==> config.mk <==
export PLATFORM = sky130hd
export DESIGN_NAME = aged_pool_slot_allocator_unit
export DESIGN_NICKNAME = d
export VERILOG_FILES = /design/src/rtl/apsa_pkg.sv /design/src/rtl/apsa_ram.sv /design/src/rtl/aged_pool_slot_allocator_unit.sv
export VERILOG_INCLUDE_DIRS = /design/src /design/src/rtl
export SDC_FILE = /design/constraint.sdc
export NUM_CORES = 2
export LEC_CHECK = 0
export ABC_CLOCK_PERIOD_IN_PS = 8680
export BUFFER_PORTS_ARGS = -buffer_cell sky130_fd_sc_hd__buf_2
export CORE_MARGIN = 2
export CORE_UTILIZATION = 54
export CTS_CLUSTER_SIZE = 28
export DETAILED_ROUTE_END_ITERATION = 6
export PLACE_DENSITY = 0.72
export SYNTH_ARGS = -nofsm -noshare
export SYNTH_HDL_FRONTEND = slang
export SYNTH_SLANG_ARGS = --single-unit
==> constraint.sdc <==
create_clock -name i_clk -period 8.68 [get_ports i_clk]
set_clock_uncertainty 0.1 [all_clocks]
set_input_delay 0.868 -clock i_clk [delete_from_list [all_inputs] [get_ports i_clk]]
set_output_delay 0.868 -clock i_clk [all_outputs]
set_load 0.03 [all_outputs]
==> src/rtl/aged_pool_slot_allocator_unit_assert.svh <==
// Assertion macros shared by the slot allocator RTL.
`ifndef AGED_POOL_SLOT_ALLOCATOR_UNIT_ASSERT_SVH
`define AGED_POOL_SLOT_ALLOCATOR_UNIT_ASSERT_SVH

// Same-cycle implication, clocked on i_clk and quiet during reset.
`define APSA_ASSERT_IMPL(label, ante, cons) \
    label: assert property (@(posedge i_clk) disable iff (!i_rst_n) (ante) |-> (cons)) \
        else $error("slot allocator check failed");

// Next-cycle implication, clocked on i_clk and quiet during reset.
`define APSA_ASSERT_NEXT(label, ante, cons) \
    label: assert property (@(posedge i_clk) disable iff (!i_rst_n) (ante) |=> (cons)) \
        else $error("slot allocator check failed");

`endif

==> src/rtl/apsa_pkg.sv <==
// Package with sizes, codes and types of the slot allocator.
package apsa_pkg;

    localparam int NUM_POOLS  = 8;
    localparam int POOL_DEPTH = 4;
    localparam int AGE_WINDOW = 2;

    localparam int POOL_W  = (NUM_POOLS > 1) ? $clog2(NUM_POOLS) : 1;
    localparam int IDX_W   = (POOL_DEPTH > 1) ? $clog2(POOL_DEPTH) : 1;
    localparam int CNT_W   = $clog2(POOL_DEPTH + 1);
    localparam int ENTRIES = NUM_POOLS * POOL_DEPTH;
    localparam int ADDR_W  = (ENTRIES > 1) ? $clog2(ENTRIES) : 1;

    localparam int LEVEL_W  = 4;
    localparam int OWNER_W  = 8;
    localparam int KEY_W    = 32;
    localparam int FRAME_W  = 32;
    localparam int STATUS_W = 3;
    localparam int SLOT_W   = 2;

    localparam int ENTRY_W   = OWNER_W + KEY_W + FRAME_W;
    localparam int S_TDATA_W = 48;
    localparam int S_TUSER_W = 1;
    localparam int M_TDATA_W = 8;

    localparam logic [FRAME_W-1:0] FRAME_MAX = '1;

    localparam logic CMD_TICK = 1'b0;
    localparam logic CMD_REQ  = 1'b1;

    typedef enum logic [STATUS_W-1:0] {
        STAT_IDLE_REUSE = 3'd0,
        STAT_SHARED     = 3'd1,
        STAT_STALE      = 3'd2,
        STAT_APPEND     = 3'd3,
        STAT_EVICT      = 3'd4,
        STAT_REJECT     = 3'd5,
        STAT_NOALLOC    = 3'd6
    } t_status;

endpackage

==> src/rtl/apsa_ram.sv <==
// Generic simple dual-port RAM with one write port and a registered read port.
module apsa_ram #(
    parameter int WIDTH = 8,
    parameter int DEPTH = 16,
    parameter int ADDR_W = (DEPTH > 1) ? $clog2(DEPTH) : 1
) (
    input  logic              i_clk,
    input  logic              i_we,
    input  logic [ADDR_W-1:0] i_waddr,
    input  logic [WIDTH-1:0]  i_wdata,
    input  logic [ADDR_W-1:0] i_raddr,
    output logic [WIDTH-1:0]  o_rdata
);

    logic [WIDTH-1:0] r_mem [DEPTH];
    logic [WIDTH-1:0] r_rdata;

    always_ff @(posedge i_clk) begin
        if (i_we) begin
            r_mem[i_waddr] <= i_wdata;
        end
        r_rdata <= r_mem[i_raddr];
    end

    assign o_rdata = r_rdata;

endmodule

==> src/rtl/aged_pool_slot_allocator_unit.sv <==
// Top level of the aged buffer pool slot allocator.
// Keeps NUM_POOLS pools of POOL_DEPTH slots; every slot's owner, format key and
// last-used frame live in one slot RAM with a registered read. A tick word
// (tuser = 0) yields no result. A request word (tuser = 1) yields one result
// word: a rejected request goes straight to S_FINISH; a request on a pool
// holding slots runs S_SCAN, which reads one slot per cycle through the single
// RAM read port, then S_DECIDE and S_FINISH, which loads the output register.
// An empty pool skips S_SCAN, and an idle match found in the scan skips
// S_DECIDE. A result that waits in the output register does not stop the next
// word from being taken; only the next result waits for it. Slot RAM contents
// need no clearing after reset, since a slot is read only once its pool's fill
// count covers it.
`include "aged_pool_slot_allocator_unit_assert.svh"

module aged_pool_slot_allocator_unit (
    input  logic                           i_clk,
    input  logic                           i_rst_n,
    input  logic                           i_s_tvalid,
    output logic                           o_s_tready,
    // tdata: pool_level[3:0], owner_id[11:4], format_key[43:12], alloc_ok[44], zeros
    input  logic [apsa_pkg::S_TDATA_W-1:0] i_s_tdata,
    // tuser: command[0]
    input  logic [apsa_pkg::S_TUSER_W-1:0] i_s_tuser,
    output logic                           o_m_tvalid,
    input  logic                           i_m_tready,
    // tdata: status[2:0], slot[4:3], zeros
    output logic [apsa_pkg::M_TDATA_W-1:0] o_m_tdata
);

    import apsa_pkg::*;

    typedef enum logic [3:0] {
        S_IDLE   = 4'b0001,
        S_SCAN   = 4'b0010,
        S_DECIDE = 4'b0100,
        S_FINISH = 4'b1000
    } t_state;

    // Control registers.
    t_state             r_state, n_state;
    logic [FRAME_W-1:0] r_frame, n_frame;
    logic [CNT_W-1:0]   r_fill [NUM_POOLS];
    logic               fill_inc;
    logic               r_ov, n_ov;
    logic               r_dv, n_dv;

    // Per-request working registers.
    logic [POOL_W-1:0]  r_pool, n_pool;
    logic [OWNER_W-1:0] r_owner, n_owner;
    logic [KEY_W-1:0]   r_key, n_key;
    logic               r_alloc, n_alloc;
    logic [CNT_W-1:0]   r_cnt, n_cnt;
    logic [FRAME_W-1:0] r_min, n_min;
    logic [CNT_W-1:0]   r_rd_idx, n_rd_idx;
    logic [IDX_W-1:0]   r_didx, n_didx;
    logic               r_busy_v, n_busy_v;
    logic [IDX_W-1:0]   r_busy, n_busy;
    logic               r_stale_v, n_stale_v;
    logic [IDX_W-1:0]   r_stale, n_stale;
    logic [IDX_W-1:0]   r_lru, n_lru;
    logic [FRAME_W-1:0] r_oldest, n_oldest;
    t_status            r_status, n_status;
    logic [IDX_W-1:0]   r_slot, n_slot;
    t_status            r_ostat, n_ostat;
    logic [SLOT_W-1:0]  r_oslot, n_oslot;

    // Input word fields.
    logic               acc_in;
    logic               in_cmd;
    logic [LEVEL_W-1:0] in_pool;
    logic [OWNER_W-1:0] in_owner;
    logic [KEY_W-1:0]   in_key;
    logic               in_alloc;
    logic               req_ok;
    logic [CNT_W-1:0]   in_fill;

    // Slot RAM ports.
    logic               ram_we;
    logic [IDX_W-1:0]   w_slot;
    logic [ADDR_W-1:0]  ram_waddr;
    logic [ADDR_W-1:0]  ram_raddr;
    logic [ENTRY_W-1:0] ram_wdata;
    logic [ENTRY_W-1:0] ram_rdata;
    logic [OWNER_W-1:0] rd_owner;
    logic [KEY_W-1:0]   rd_key;
    logic [FRAME_W-1:0] rd_frame;

    logic               m_own, m_key, m_old, hit, last, full;

    assign o_s_tready = (r_state == S_IDLE);
    assign acc_in     = i_s_tvalid && o_s_tready;

    assign in_cmd   = i_s_tuser[0];
    assign in_pool  = i_s_tdata[3:0];
    assign in_owner = i_s_tdata[11:4];
    assign in_key   = i_s_tdata[43:12];
    assign in_alloc = i_s_tdata[44];
    assign req_ok   = ({1'b0, in_pool} < (LEVEL_W + 1)'(NUM_POOLS)) && (in_owner != '0);
    assign in_fill  = r_fill[in_pool[POOL_W-1:0]];

    assign ram_raddr = ADDR_W'(r_pool) * ADDR_W'(POOL_DEPTH) + ADDR_W'(r_rd_idx[IDX_W-1:0]);
    assign ram_waddr = ADDR_W'(r_pool) * ADDR_W'(POOL_DEPTH) + ADDR_W'(w_slot);
    assign ram_wdata = {r_owner, r_key, r_frame};

    assign rd_frame = ram_rdata[FRAME_W-1:0];
    assign rd_key   = ram_rdata[FRAME_W+KEY_W-1:FRAME_W];
    assign rd_owner = ram_rdata[ENTRY_W-1:FRAME_W+KEY_W];

    // A slot is old enough when it was last used before the age window.
    assign m_own = (rd_owner == r_owner);
    assign m_key = (rd_key == r_key);
    assign m_old = (rd_frame < r_min);
    assign hit   = r_dv && m_own && m_key && m_old;
    assign last  = (CNT_W'(r_didx) + CNT_W'(1)) == r_cnt;
    assign full  = (r_cnt == CNT_W'(POOL_DEPTH));

    apsa_ram #(
        .WIDTH (ENTRY_W),
        .DEPTH (ENTRIES),
        .ADDR_W(ADDR_W)
    ) u_slot_ram (
        .i_clk  (i_clk),
        .i_we   (ram_we),
        .i_waddr(ram_waddr),
        .i_wdata(ram_wdata),
        .i_raddr(ram_raddr),
        .o_rdata(ram_rdata)
    );

    always_comb begin
        n_state   = r_state;
        n_frame   = r_frame;
        n_ov      = r_ov;
        n_dv      = 1'b0;
        n_pool    = r_pool;
        n_owner   = r_owner;
        n_key     = r_key;
        n_alloc   = r_alloc;
        n_cnt     = r_cnt;
        n_min     = r_min;
        n_rd_idx  = r_rd_idx;
        n_didx    = r_didx;
        n_busy_v  = r_busy_v;
        n_busy    = r_busy;
        n_stale_v = r_stale_v;
        n_stale   = r_stale;
        n_lru     = r_lru;
        n_oldest  = r_oldest;
        n_status  = r_status;
        n_slot    = r_slot;
        n_ostat   = r_ostat;
        n_oslot   = r_oslot;
        ram_we    = 1'b0;
        w_slot    = '0;
        fill_inc  = 1'b0;

        if (r_ov && i_m_tready) begin
            n_ov = 1'b0;
        end

        unique case (r_state)
            S_IDLE: begin
                if (acc_in) begin
                    if (in_cmd == CMD_TICK) begin
                        if (r_frame != FRAME_MAX) begin
                            n_frame = r_frame + FRAME_W'(1);
                        end
                    end else begin
                        n_pool    = in_pool[POOL_W-1:0];
                        n_owner   = in_owner;
                        n_key     = in_key;
                        n_alloc   = in_alloc;
                        n_cnt     = req_ok ? in_fill : '0;
                        n_min     = (r_frame >= FRAME_W'(AGE_WINDOW))
                                    ? r_frame - FRAME_W'(AGE_WINDOW) : '0;
                        n_rd_idx  = '0;
                        n_busy_v  = 1'b0;
                        n_stale_v = 1'b0;
                        n_lru     = '0;
                        if (!req_ok) begin
                            n_status = STAT_REJECT;
                            n_slot   = '0;
                            n_state  = S_FINISH;
                        end else if (in_fill == '0) begin
                            n_state = S_DECIDE;
                        end else begin
                            n_state = S_SCAN;
                        end
                    end
                end
            end
            S_SCAN: begin
                // Reads are issued one slot per cycle; the data of the slot read
                // in the previous cycle is checked at the same time.
                if (r_rd_idx < r_cnt) begin
                    n_dv     = 1'b1;
                    n_didx   = r_rd_idx[IDX_W-1:0];
                    n_rd_idx = r_rd_idx + CNT_W'(1);
                end
                if (r_dv) begin
                    if (hit) begin
                        ram_we   = 1'b1;
                        w_slot   = r_didx;
                        n_status = STAT_IDLE_REUSE;
                        n_slot   = r_didx;
                        n_dv     = 1'b0;
                        n_state  = S_FINISH;
                    end else begin
                        if (m_own && !m_key && m_old && !r_stale_v) begin
                            n_stale_v = 1'b1;
                            n_stale   = r_didx;
                        end
                        if (m_own && m_key && !r_busy_v) begin
                            n_busy_v = 1'b1;
                            n_busy   = r_didx;
                        end
                        if (r_didx == '0 || rd_frame < r_oldest) begin
                            n_oldest = rd_frame;
                            n_lru    = r_didx;
                        end
                        if (last) begin
                            n_state = S_DECIDE;
                        end
                    end
                end
            end
            S_DECIDE: begin
                n_state = S_FINISH;
                if (r_busy_v && full) begin
                    ram_we   = 1'b1;
                    w_slot   = r_busy;
                    n_status = STAT_SHARED;
                    n_slot   = r_busy;
                end else if (!r_alloc) begin
                    n_status = STAT_NOALLOC;
                    n_slot   = '0;
                end else if (r_stale_v) begin
                    ram_we   = 1'b1;
                    w_slot   = r_stale;
                    n_status = STAT_STALE;
                    n_slot   = r_stale;
                end else if (!full) begin
                    ram_we   = 1'b1;
                    w_slot   = r_cnt[IDX_W-1:0];
                    fill_inc = 1'b1;
                    n_status = STAT_APPEND;
                    n_slot   = r_cnt[IDX_W-1:0];
                end else begin
                    ram_we   = 1'b1;
                    w_slot   = r_lru;
                    n_status = STAT_EVICT;
                    n_slot   = r_lru;
                end
            end
            S_FINISH: begin
                if (!r_ov || i_m_tready) begin
                    n_ov    = 1'b1;
                    n_ostat = r_status;
                    n_oslot = SLOT_W'(r_slot);
                    n_state = S_IDLE;
                end
            end
            default: begin
                n_state = S_IDLE;
            end
        endcase
    end

    always_ff @(posedge i_clk) begin
        if (!i_rst_n) begin
            r_state <= S_IDLE;
            r_frame <= '0;
            r_ov    <= 1'b0;
            r_dv    <= 1'b0;
            for (int p = 0; p < NUM_POOLS; p++) begin
                r_fill[p] <= '0;
            end
        end else begin
            r_state <= n_state;
            r_frame <= n_frame;
            r_ov    <= n_ov;
            r_dv    <= n_dv;
            if (fill_inc) begin
                r_fill[r_pool] <= r_cnt + CNT_W'(1);
            end
        end
    end

    always_ff @(posedge i_clk) begin
        r_pool    <= n_pool;
        r_owner   <= n_owner;
        r_key     <= n_key;
        r_alloc   <= n_alloc;
        r_cnt     <= n_cnt;
        r_min     <= n_min;
        r_rd_idx  <= n_rd_idx;
        r_didx    <= n_didx;
        r_busy_v  <= n_busy_v;
        r_busy    <= n_busy;
        r_stale_v <= n_stale_v;
        r_stale   <= n_stale;
        r_lru     <= n_lru;
        r_oldest  <= n_oldest;
        r_status  <= n_status;
        r_slot    <= n_slot;
        r_ostat   <= n_ostat;
        r_oslot   <= n_oslot;
    end

    assign o_m_tvalid = r_ov;
    assign o_m_tdata  = {(M_TDATA_W - STATUS_W - SLOT_W)'(0), r_oslot, r_ostat};

    `APSA_ASSERT_NEXT(a_req_leaves_idle, acc_in && in_cmd == CMD_REQ, r_state != S_IDLE)
    `APSA_ASSERT_NEXT(a_tick_no_result, acc_in && in_cmd == CMD_TICK, !$rose(r_ov))
    `APSA_ASSERT_IMPL(a_scan_count_bound, r_state == S_SCAN, r_cnt != '0 && r_cnt <= CNT_W'(POOL_DEPTH))
    `APSA_ASSERT_IMPL(a_write_in_work_states, ram_we, r_state == S_SCAN || r_state == S_DECIDE)

endmodule
==> impl_metrics.json <==
{
  "fp-row-count": 155,
  "min_period_ns": 6.31,
  "max-cap-violations": 0,
  "finalNetCount": 4841,
  "drtIter0Drc": 7227,
  "clk_pin_slew_worst_paths_ns": 0.06,
  "p_sw_share_pct": 28.6,
  "dp_hpwl_um": 114000,
  "syn_inst": 4486,
  "routabilityCongestion": 0.778,
  "cp_common_cell": "buf_4",
  "p_comb_share_pct": 21.4,
  "switching_power_uw": 9630,
  "grt_pass1_vias": 47900,
  "worst_pin_slew_ns": 1.40,
  "crit_path_max_incr_delay_ns": 0.99,
  "antenna_left": 0,
  "critPathKind": "reg -> reg",
  "antenna_found_initial": 16,
  "endpoint_kind": "flip-flop",
  "worst_slack_ns": 2.37,
  "yosysWarnings": 0,
  "seqCellArea_um2": 76100,
  "port_buffers": 56,
  "ys_types": 65,
  "clock_latency_ns": 0.90,
  "tns_ns": 0,
  "seq_area_frac_synth_pct": 78.0,
  "grt_overflow": 0,
  "die-area_um2": 184000,
  "drive_above_1_share_pct": 24.9,
  "syn_avg_cell_area_um2": 21.7,
  "synthArstFlopShare_pct": 0,
  "cts_root_buf": "clkbuf_16",
  "worstHoldPathType": "in -> reg",
  "hold_violations": 0,
  "start_util_pct": 54.5,
  "max-slew-margin-rel_pct": 6.43,
  "yosysMostFrequentCell": "edfxtp_1",
  "htree_levels": 4,
  "r2r_setup_slack_ns": 2.37,
  "min_from": "i_s_tdata[29]",
  "pre_cts_ws_ns": 2.51,
  "ys_top_cells_by_count": "2462 x edfxtp_1, 582 x mux4_2, 289 x a22oi_1",
  "firstDrtPassIters": 7,
  "synth_seq_cells": 2572,
  "synth_top_area_share_pct": 75.8,
  "multi_input_area_um2": 20400,
  "critPathBufInv": 3,
  "grt_pass1_wl_um": 334000,
  "synth_top_area_cell": "edfxtp_1",
  "wl_per_cell_um": 31.8,
  "ir_drop_v": 0.000280,
  "rsz0062_at_grt": "false",
  "post_cts_resized": 0,
  "core_um2": 179000,
  "wirelength_um": 231000,
  "ios": 63,
  "synth_area_leaders": "edfxtp_1 76%, mux4_2 13%, dfxtp_1 2.3%",
  "fp.dieH_um": 429,
  "worstSetupStartpointType": "flip-flop",
  "r2r_cells": 10,
  "grt_use_total_pct": 25.2,
  "cpLargestDelayFamily": "simple AND/OR/NAND/NOR gates",
  "min_to": "r_key[17]$_DFFE_PP_",
  "viasPerCell": 6.59,
  "cts_tree": "yes",
  "ys.flop_type": "edfxtp_1",
  "slew_violations": 0,
  "drc": 0,
  "power_density_nw_per_um2": 306,
  "setup_violations": 0,
  "cp.required_ns": 9.06,
  "worstPathCellList": "xor2_1 -> nor4_1 -> nand4_1 -> or4_4 -> nor3_2 -> a21oi_4 -> buf_4 -> nor3_2 -> buf_4 -> buf_4",
  "crit_fanout": 33,
  "clock_power_share_pct": 32.0,
  "grt_max_degree": 138,
  "final_util_pct": 61.4,
  "whs_path_depth": 1,
  "fillers": 11900,
  "p_leak_uw": 0.0328,
  "r2r-start": "r_key[5]$_DFFE_PP_",
  "vias": 48000,
  "cts_buffers": 236,
  "cts.path.max_buffers": 3,
  "slowest_stage": "edfxtp_1",
  "synth_edf_count": 2462,
  "die_width_um": 429,
  "r2r_end": "u_slot_ram.r_mem[12][41]$_DFFE_PP_",
  "internal-power_uw": 24100,
  "status": "completed",
  "numClockSinks": 2572,
  "fmax_mhz": 158,
  "post-route-period-util_pct": 72.7,
  "syn_area_um2": 97500,
  "seqPwrFrac_pct": 46.6,
  "area_growth_pct": 12.7,
  "arrival_ns": 6.69,
  "power_uw": 33700
}
metal layers:
layer	up-vias	wire length (µm)	track usage (%)	share of wire, %
met5	-	41	0	0.018
met4	6	7080	8.14	3.1
met3	448	24300	4.80	10
met2	2910	109000	38.9	47
met1	25300	90600	36.8	39
li1	19400	-	-	-
how the worst max path moves through the flow:
stage                     slack (ns)  cells past startpoint                            endpoint                start
after floorplan                 0.56                      7   u_slot_ram.r_mem[13][0]$_DFFE_PP_  r_key[12]$_DFFE_PP_
after global placement          2.73                     10  u_slot_ram.r_mem[12][35]$_DFFE_PP_   r_key[5]$_DFFE_PP_
after detailed placement        2.51                     10  u_slot_ram.r_mem[12][35]$_DFFE_PP_   r_key[5]$_DFFE_PP_
after CTS                       2.39                     10  u_slot_ram.r_mem[12][41]$_DFFE_PP_   r_key[5]$_DFFE_PP_
after global routing            2.05                     10  u_slot_ram.r_mem[12][41]$_DFFE_PP_   r_key[5]$_DFFE_PP_
final                           2.37                     10  u_slot_ram.r_mem[12][41]$_DFFE_PP_   r_key[5]$_DFFE_PP_
power groups by stage:
| stage | combinational (µW) | sequential [µW] | clock [µW] |
|---|---|---|---|
| after floorplan | 4710 | 15900 | 0 |
| after global placement | 7140 | 15900 | 0 |
| after detailed placement | 7200 | 15900 | 0 |
| after CTS | 7260 | 15700 | 10900 |
| after global routing | 7740 | 15800 | 11400 |
| final | 7210 | 15700 | 10800 |
layout make-up:
| class | count | area share [%] |
|---|---|---|
| antenna | 4 | 0.00911 |
| inverter | 86 | 0.296 |
| clock buffer | 314 | 5.92 |
| tap | 2355 | 2.68 |
| timing repair buffer | 221 | 1.66 |
| sequential | 2572 | 69.3 |
| clock inverter | 131 | 1.58 |
| multi-input combinational | 1598 | 18.6 |
placed cells by master (no fill, tap or decap), drive strengths merged, types with 8 or more instances in the layout:
cell type / count
a211oi: 9
a21o: 10
a21oi: 37
a22oi: 289
and2: 8
buf: 210
bufinv: 30
clkbuf: 314
clkinv: 88
clkinvlp: 8
dfxtp: 110
dlygate4sd3: 11
edfxtp: 2462
ha: 73
inv: 91
mux4: 582
nand2: 57
nand3: 27
nand4: 93
nor2: 99
nor3: 58
nor4: 17
o21ai: 42
or3: 24
xnor2: 32
xor2: 50
sequential cells by signal (all words and copies together), names as in the netlist, 4 cells and up:
register,cells
u_slot_ram.r_mem,2304
r_min,32
r_fill,24
r_owner,8
r_key,32
u_slot_ram.o_rdata,72
r_oldest,32
r_state,4
r_frame,32
worst reg2reg max path, cell delays in order, from the launching register on:
cell and delay, ns:
edfxtp_1 0.99, xor2_1 0.20, nor4_1 0.60, nand4_1 0.74, or4_4 0.76, nor3_2 0.46, a21oi_4 0.10, buf_4 0.34
nor3_2 0.32, buf_4 0.64, buf_4 0.67
through the flow:
stage | std cells | cell area, µm² | hold slack, ns
after floorplan | 4488 | 97600 | 0.300
after global placement | 6821 | 102000 | 0.304
after detailed placement | 6821 | 102000 | 0.308
after CTS | 7277 | 110000 | 0.00131
after global routing | 7280 | 110000 | 0.0229
final | 7281 | 110000 | 0.0608
logic make-up (layout without fill, tap and decap cells):
kind of cell,Yosys count,in the layout,share of synthesized area [%]
simple gates,431,431,2.44
fa+ha+maj,73,73,0.936
other cells,1,7,0.00384
compound gates,419,419,3.05
buf+inv,318,752,1.26
flops,2572,2572,78.0
xor+xnor,82,82,0.736
mux,590,590,13.5
repair_timing:
item                                   CTS  global route
hold buffers                            11             0
endpoints found under the hold margin   11             0
setup endpoints to repair                0             0
buffers inserted                         0             0
Note: power is estimated with default switching activity, not from simulation.
